$ cat config.mk
export PLATFORM = sky130hd
export DESIGN_NAME = quarter_wave_sine_dds
export DESIGN_NICKNAME = d
export VERILOG_FILES = /design/src/sv/qwdds_pkg.sv /design/src/sv/quarter_wave_sine_dds.sv
export VERILOG_INCLUDE_DIRS = /design/src /design/src/sv
export SDC_FILE = /design/constraint.sdc
export NUM_CORES = 1
export LEC_CHECK = 0
export ABC_AREA = 1
export BUFFER_PORTS_ARGS = -buffer_cell sky130_fd_sc_hd__buf_2
export CAP_MARGIN = 0
export CORE_ASPECT_RATIO = 2
export CORE_UTILIZATION = 40
export CTS_CLUSTER_SIZE = 14
export DETAILED_ROUTE_END_ITERATION = 10
export GPL_TIMING_DRIVEN = 0
export PLACE_DENSITY_LB_ADDON = 0.3
export RECOVER_POWER = 25
export SYNTH_ARGS = -nofsm -noshare
export SYNTH_HDL_FRONTEND = slang
export SYNTH_SLANG_ARGS = --single-unit
$ cat constraint.sdc
create_clock -name clock -period 13.1 [get_ports clock]
set_clock_uncertainty 0.05 [all_clocks]
set_input_delay 0 -clock clock [delete_from_list [all_inputs] [get_ports clock]]
set_output_delay 0 -clock clock [all_outputs]
set_load 0.05 [all_outputs]
$ cat src/sv/quarter_wave_sine_dds_assert.svh
// Assertion macros for the quarter-wave sine synthesizer.
// QWD_ASSERT checks a property that is disabled while reset is high.
// QWD_ASSERT_ALWAYS checks a property at every rising clock edge, reset included.
`ifndef QUARTER_WAVE_SINE_DDS_ASSERT_SVH
`define QUARTER_WAVE_SINE_DDS_ASSERT_SVH

`ifndef SYNTHESIS

`define QWD_ASSERT(lbl, clk, rst, prop, msg) \
   lbl: assert property (@(posedge clk) disable iff (rst) prop) else $error(msg);

`define QWD_ASSERT_ALWAYS(lbl, clk, prop, msg) \
   lbl: assert property (@(posedge clk) prop) else $error(msg);

`else

`define QWD_ASSERT(lbl, clk, rst, prop, msg)

`define QWD_ASSERT_ALWAYS(lbl, clk, prop, msg)

`endif

`endif

$ cat src/sv/qwdds_pkg.sv
`default_nettype none

package qwdds_pkg;

   localparam int QUARTER_SIZE_DEFAULT = 32;
   localparam int BASE_QUARTER         = 32;

   localparam int STEP_W  = 21;
   localparam int FRAC_W  = 16;
   localparam int DELTA_W = 5;    // integer step 0..16 plus one carry
   localparam int ACC_W   = 18;
   localparam int DUTY_W  = 8;
   localparam int QUAD_W  = 2;

   localparam logic [STEP_W-1:0] STEP_MAX = 21'h100000;

   localparam logic signed [ACC_W-1:0] FRAC_HALF = 18'sh08000;
   localparam logic signed [ACC_W-1:0] FRAC_ONE  = 18'sh10000;
   localparam logic signed [ACC_W-1:0] ACC_LO    = -18'sh07FFF;
   localparam logic signed [ACC_W-1:0] ACC_HI    = 18'sh08000;

   localparam logic [DUTY_W-1:0] BASE_SINE [0:BASE_QUARTER] = '{
      8'd128, 8'd135, 8'd141, 8'd147, 8'd153, 8'd159, 8'd165, 8'd171,
      8'd177, 8'd182, 8'd188, 8'd193, 8'd199, 8'd204, 8'd209, 8'd213,
      8'd218, 8'd222, 8'd226, 8'd230, 8'd234, 8'd237, 8'd240, 8'd243,
      8'd245, 8'd248, 8'd250, 8'd251, 8'd253, 8'd254, 8'd254, 8'd255,
      8'd255
   };

endpackage

`default_nettype wire

$ cat src/sv/quarter_wave_sine_dds.sv
// Channel  Direction  Handshake             Word
// req      in         req_valid/req_stall   req_tick
// rsp      out        rsp_valid/rsp_stall   rsp_duty, rsp_quadrant
// csr      in         csr_valid/csr_ready   csr_phase_step
//
// One word per clock sustained while rsp is not stalled; a tick taken into the input register
// lands in the result register after the phase update and table read, then shows on rsp.
// Words with tick low are taken and dropped without touching the phase.
// Synchronous reset clears phase, quadrant, accumulator and duty; no clearing pass.
// A stall on rsp holds the result register and backs up into req_stall;
// csr_ready is always high.
`default_nettype none

module quarter_wave_sine_dds #(
   parameter int QUARTER_SIZE = qwdds_pkg::QUARTER_SIZE_DEFAULT
) (
   input  wire                           clock,
   input  wire                           reset,

   input  wire                           req_valid,
   output logic                          req_stall,
   input  wire                           req_tick,

   output logic                          rsp_valid,
   input  wire                           rsp_stall,
   output logic [qwdds_pkg::DUTY_W-1:0]  rsp_duty,
   output logic [qwdds_pkg::QUAD_W-1:0]  rsp_quadrant,

   input  wire                           csr_valid,
   output logic                          csr_ready,
   input  wire  [qwdds_pkg::STEP_W-1:0]  csr_phase_step
);

   import qwdds_pkg::*;

`include "quarter_wave_sine_dds_assert.svh"

   localparam int IW = $clog2(QUARTER_SIZE + 1);
   localparam int SW = $clog2(2 * QUARTER_SIZE + 1) + 2;

   localparam logic signed [SW-1:0] QS_S     = SW'(QUARTER_SIZE);
   localparam logic signed [SW-1:0] TWO_QS_S = SW'(2 * QUARTER_SIZE);
   localparam logic signed [SW-1:0] ZERO_S   = '0;

   // resampled quarter table, built at elaboration
   logic [DUTY_W-1:0] table_rom [0:QUARTER_SIZE];

   for (genvar i = 0; i <= QUARTER_SIZE; i++) begin : g_rom
      localparam int K  = (i * BASE_QUARTER + QUARTER_SIZE / 2) / QUARTER_SIZE;
      localparam int KC = (K > BASE_QUARTER) ? BASE_QUARTER : K;
      assign table_rom[i] = BASE_SINE[KC];
   end

   logic [STEP_W-1:0]       phase_step_ff, phase_step_in;
   logic                    in_valid_ff, in_valid_in;
   logic                    tick_ff, tick_in;
   logic [DUTY_W-1:0]       next_duty_ff, next_duty_in;
   logic [IW-1:0]           table_index_ff, table_index_in;
   logic [QUAD_W-1:0]       quadrant_ff, quadrant_in;
   logic signed [ACC_W-1:0] fraction_accum_ff, fraction_accum_in;
   logic                    rsp_valid_ff, rsp_valid_in;
   logic [DUTY_W-1:0]       rsp_duty_ff, rsp_duty_in;
   logic [QUAD_W-1:0]       rsp_quadrant_ff, rsp_quadrant_in;

   logic                    out_free, in_move, in_free, accept, tick_move;
   logic signed [ACC_W-1:0] acc_sum;
   logic                    carry;
   logic [DELTA_W-1:0]      delta;
   logic signed [SW-1:0]    idx_cur, delta_s, idx_step, idx_ref, idx_clamp;
   logic                    advance;
   logic [IW-1:0]           idx_new;
   logic [DUTY_W-1:0]       table_val;

   assign csr_ready = 1'b1;

   always_comb begin
      phase_step_in = phase_step_ff;
      if (csr_valid && csr_ready) begin
         phase_step_in = (csr_phase_step > STEP_MAX) ? STEP_MAX : csr_phase_step;
      end
   end

   // handshake: ticks need a free result slot, empty words just drain
   assign out_free  = !rsp_valid_ff || !rsp_stall;
   assign in_move   = in_valid_ff && (!tick_ff || out_free);
   assign in_free   = !in_valid_ff || in_move;
   assign req_stall = !in_free;
   assign accept    = req_valid && in_free;
   assign tick_move = in_valid_ff && tick_ff && out_free;

   assign in_valid_in = accept || (in_valid_ff && !in_move);
   assign tick_in     = accept ? req_tick : tick_ff;

   // fraction gathering
   always_comb begin
      acc_sum = fraction_accum_ff + $signed({{(ACC_W - FRAC_W){1'b0}},
                                             phase_step_ff[FRAC_W-1:0]});
      carry   = acc_sum > FRAC_HALF;
      delta   = phase_step_ff[STEP_W-1:FRAC_W] + DELTA_W'(carry);
   end

   // index step with fold at the table ends
   always_comb begin
      idx_cur = $signed({{(SW - IW){1'b0}}, table_index_ff});
      delta_s = $signed({{(SW - DELTA_W){1'b0}}, delta});
      if (!quadrant_ff[0]) begin
         idx_step = idx_cur + delta_s;
         advance  = idx_step >= QS_S;
         idx_ref  = advance ? (TWO_QS_S - idx_step) : idx_step;
      end else begin
         idx_step = idx_cur - delta_s;
         advance  = idx_step <= ZERO_S;
         idx_ref  = advance ? (ZERO_S - idx_step) : idx_step;
      end
      if (idx_ref < ZERO_S) begin
         idx_clamp = ZERO_S;
      end else if (idx_ref > QS_S) begin
         idx_clamp = QS_S;
      end else begin
         idx_clamp = idx_ref;
      end
      idx_new   = idx_clamp[IW-1:0];
      table_val = table_rom[idx_new];
   end

   always_comb begin
      next_duty_in      = next_duty_ff;
      table_index_in    = table_index_ff;
      quadrant_in       = quadrant_ff;
      fraction_accum_in = fraction_accum_ff;
      if (tick_move) begin
         next_duty_in      = quadrant_ff[1] ? (DUTY_W'(0) - table_val) : table_val;
         table_index_in    = idx_new;
         quadrant_in       = quadrant_ff + QUAD_W'(advance);
         fraction_accum_in = carry ? (acc_sum - FRAC_ONE) : acc_sum;
      end
   end

   // result word: duty from the previous tick, quadrant after this one
   assign rsp_valid_in    = tick_move || (rsp_valid_ff && rsp_stall);
   assign rsp_duty_in     = tick_move ? next_duty_ff : rsp_duty_ff;
   assign rsp_quadrant_in = tick_move ? quadrant_in : rsp_quadrant_ff;

   always_ff @(posedge clock) begin
      if (reset) begin
         phase_step_ff     <= '0;
         in_valid_ff       <= 1'b0;
         rsp_valid_ff      <= 1'b0;
         next_duty_ff      <= '0;
         table_index_ff    <= '0;
         quadrant_ff       <= '0;
         fraction_accum_ff <= '0;
      end else begin
         phase_step_ff     <= phase_step_in;
         in_valid_ff       <= in_valid_in;
         rsp_valid_ff      <= rsp_valid_in;
         next_duty_ff      <= next_duty_in;
         table_index_ff    <= table_index_in;
         quadrant_ff       <= quadrant_in;
         fraction_accum_ff <= fraction_accum_in;
      end
   end

   always_ff @(posedge clock) begin
      tick_ff         <= tick_in;
      rsp_duty_ff     <= rsp_duty_in;
      rsp_quadrant_ff <= rsp_quadrant_in;
   end

   assign rsp_valid    = rsp_valid_ff;
   assign rsp_duty     = rsp_duty_ff;
   assign rsp_quadrant = rsp_quadrant_ff;

   `QWD_ASSERT(a_accum_range, clock, reset, (fraction_accum_ff >= ACC_LO) && (fraction_accum_ff <= ACC_HI), "fraction accumulator out of range")
   `QWD_ASSERT(a_index_range, clock, reset, (table_index_ff <= IW'(QUARTER_SIZE)), "table index past end of quarter")
   `QWD_ASSERT(a_tick_held, clock, reset, (in_valid_ff && tick_ff && !out_free) |=> (in_valid_ff && tick_ff), "blocked tick lost from input stage")
   `QWD_ASSERT(a_tick_result, clock, reset, tick_move |=> (rsp_valid_ff && (rsp_duty_ff == $past(next_duty_ff))), "tick did not load result word")

endmodule

`default_nettype wire

==> reports/results.tsv <==
stage	metric	value	unit
placement	io_buffer_count	37	
pwr	power	0.835	mW
floorplanning	io_pins	40	
floorplanning	core-area	12600	um2
min_path	holdPathStages	3	
global_routing	grt_pass1_wl	23400	um
timing	period_minus_slack	8480	ps
min_path	hold_path_class	primary input to register	
yosys	ys_seq_elements	68	
clocking	cts_root_buf	clkbuf_16	
yosys	synth_cells	745	
placement	placed_area	5540	um2
global_routing	grt_max_degree	20	
route	wl_per_cell	14.9	um
floorplanning	rows	58	
cells_and_area	fin_area	6120	um2
timing	worstMarginPinSlew	1040	ps
yosys	synth-edff-count	11	
cells_and_area	areaGrowthSynthToFinish	18.6	%
clocking	clockBufferDepth	2	
worst_setup_path	crit_buf_inv	8	
clocking	clock-sinks	68	
worst_setup_path	endpoint_kind	register	
pwr	leakage	2.99	nW
cells_and_area	final_common_cell	nand2_1	
worst_setup_path	arrival	8660	ps
timing	hold_violations	0	
placement	gp_congestion	0.898	
worst_setup_path	cp_slowest_stage_delay	400	ps
min_path	holdPathEnd	phase_step_ff[20]	
placement	dpl.cell_count	932	
timing	fmax	118	MHz
global_routing	grt_usage	23.6	%
clocking	cts-resized-gates	0	
global_routing	antenna_found_initial	0	
timing	rsz0062_at_grt	false	
cells_and_area	nets	889	
clocking	clkTransAtPathRegs	60	ps
pwr	p_per_area	136	nW/um2
timing	fin_tns_setup	0	ps
worst_setup_path	rr_startpoint	phase_step_ff[0]	
route	drt_first_iter_violations	210	
global_routing	first_global_vias	5125	
worst_setup_path	startpoint_type	register	
yosys	synthTopCellsByArea	dfxtp_1 (22%), nand2_1 (12%), ha_1 (9.7%)	
timing	final_max_slew_viol_count	0	
global_routing	grt_overflow	0	
route	antenna_left	0	
pwr	ir_drop	0.000122	V
timing	period_share	64.7	%
route	routed_wl	14500	um
timing	setup_viol	0	
cells_and_area	final_cell_mix	nand2_1 (165), inv_1 (85), nor2_1 (65)	
cells_and_area	diodes	0	
route	drc_errors	0	
floorplanning	die_area	13400	um2
worst_setup_path	crit_required	13280	ps
min_path	min_from	csr_valid	
yosys	async_reset_ff_share	0	%
run	drv_cap	0	
worst_setup_path	rrSetupSlack	4620	ps
floorplanning	start_util	41.1	%
yosys	synth-main-ff-cell	dfxtp_1	
yosys	synth_top_cell_area_share	22.1	%
placement	dp_hpwl	11300	um
yosys	postSynthAreaPerCell	6.93	um2
worst_setup_path	crit_top_cell	nand2_1	
yosys	yosysWarnings	0	
worst_setup_path	r2r_cells	60	
worst_setup_path	worstSetupPathType	register to register	
clocking	cts_tree	built	
cells_and_area	drive_above_1_share	11.5	%
worst_setup_path	cp_top_family	simple AND/OR/NAND/NOR gates	
clocking	worstSkewPairLatency	340	ps
yosys	seq_area_frac_synth	28.5	%
yosys	syn_area	5160	um2
floorplanning	fp.dieH	163	um
yosys	synth_top_cell_by_area	dfxtp_1	
worst_setup_path	crit_fanout	9	
clocking	cts-buffers-inserted	9	
cells_and_area	layoutNonFillerInstCount	974	
timing	slew_headroom	30.8	%
route	vias_per_cell	5.22	
route	vias	5083	
worst_setup_path	critPathSlowestCell	dfxtp_1	
yosys	syn-num-nets	815	
floorplanning	die_w	82.4	um
outcome	status	complete, no violations	
worst_setup_path	rr_endpoint	next_duty_ff[6]	
route	drt-pass1-iter-count	5	
clocking	htreeDepth	3	
yosys	synth.distinct_cells	50	
## sequential cells by signal, summed over array words and instances, names as in the netlist
register / flops
fraction_accum_ff: 18
in_valid_ff: 1
next_duty_ff: 8
phase_step_ff: 21
quadrant_ff: 2
rsp_duty: 8
rsp_quadrant: 2
rsp_valid: 1
table_index_ff: 6
tick_ff: 1
## synthesized netlist by cell type (all sizes together) (2+ instances only)
library cell	n
inv	89
nand3	69
o21bai	2
o211ai	8
dfxtp	57
xnor2	7
nor4	9
a31oi	2
or2	3
o22ai	2
clkbuf	18
nor2	71
nand4	14
buf	8
nor3	2
xor2	19
o21ai	54
nand3b	2
nand2	182
a21o	2
a21oi	62
ha	40
edfxtp	11
fa	3
## worst reg2reg max path, delay by kind of cell, from the launching register on
kind / cells / cell delay [ps]
buf+inv: 8 / 770
compound gates: 8 / 1220
xor+xnor: 3 / 600
simple gates: 33 / 3510
flops: 1 / 400
fa+ha+maj: 8 / 1840
## repair_timing
action | 4_1_cts | 5_1_grt
hold endpoints to repair | 25 | 0
setup buffers | 0 | 0
hold buffers | 26 | 0
## stage by stage
step | utilization (%) | hold slack, ps | setup slack, ps
2_1_floorplan | - | 48.9 | 6030
3_3_place_gp | 44.1 | 128 | 4750
3_5_place_dp | 44.1 | 141 | 4720
4_1_cts | 48.9 | 183 | 4680
5_1_grt | 48.8 | 210 | 3790
6_report | 48.8 | 173 | 4620
## metal layers
layer	wire length, um	vias up	global-route usage [%]	part of all wire [%]
met5	0	-	0	0
met1	4860	2315	19.3	34
met2	8390	104	47.0	58
met4	960	0	16.5	6.6
met3	271	54	3.75	1.9
li1	-	2610	-	-
## final cells by class
cell class              count  area (um2)
plain buffers              26         135
clock buffers               9         225
clock inverters             7         115
fillers                  1316        6430
inverters                  90         340
multi-input cells         561        3220
flip-flops and latches     68        1470
well taps                 150         188
repair buffers             63         432
## kinds of logic after synthesis
kind of cell             count (synthesis)  synth area share, %
adder cells (fa/ha/maj)                 43                 10.9
XOR/XNOR                                26                 4.70
AO/OA/AOI/OAI                          136                 15.2
other                                    1               0.0726
buffers and inverters                  116                 9.21
flip-flops                              68                 28.5
AND/OR/NAND/NOR                        355                 31.5
## where the power goes
group / internal (mW) / total, mW / switching [mW] / leakage [nW]
Combinational: 0.111 / 0.324 / 0.213 / 2.25
Sequential: 0.224 / 0.232 / 0.00837 / 0.573
Clock: 0.185 / 0.279 / 0.0936 / 0.163
## worst max path at each step
stage,depth (start not counted),slack (ps),startpoint,endpoint
6_report,60,4620,phase_step_ff[0],next_duty_ff[6]
4_1_cts,55,4680,phase_step_ff[0],next_duty_ff[6]
5_1_grt,59,3790,phase_step_ff[0],next_duty_ff[6]
3_5_place_dp,55,4720,phase_step_ff[0],next_duty_ff[6]
2_1_floorplan,54,6030,phase_step_ff[0],next_duty_ff[2]
3_3_place_gp,52,4750,phase_step_ff[0],next_duty_ff[2]
Power figures use the tool's default switching activity.
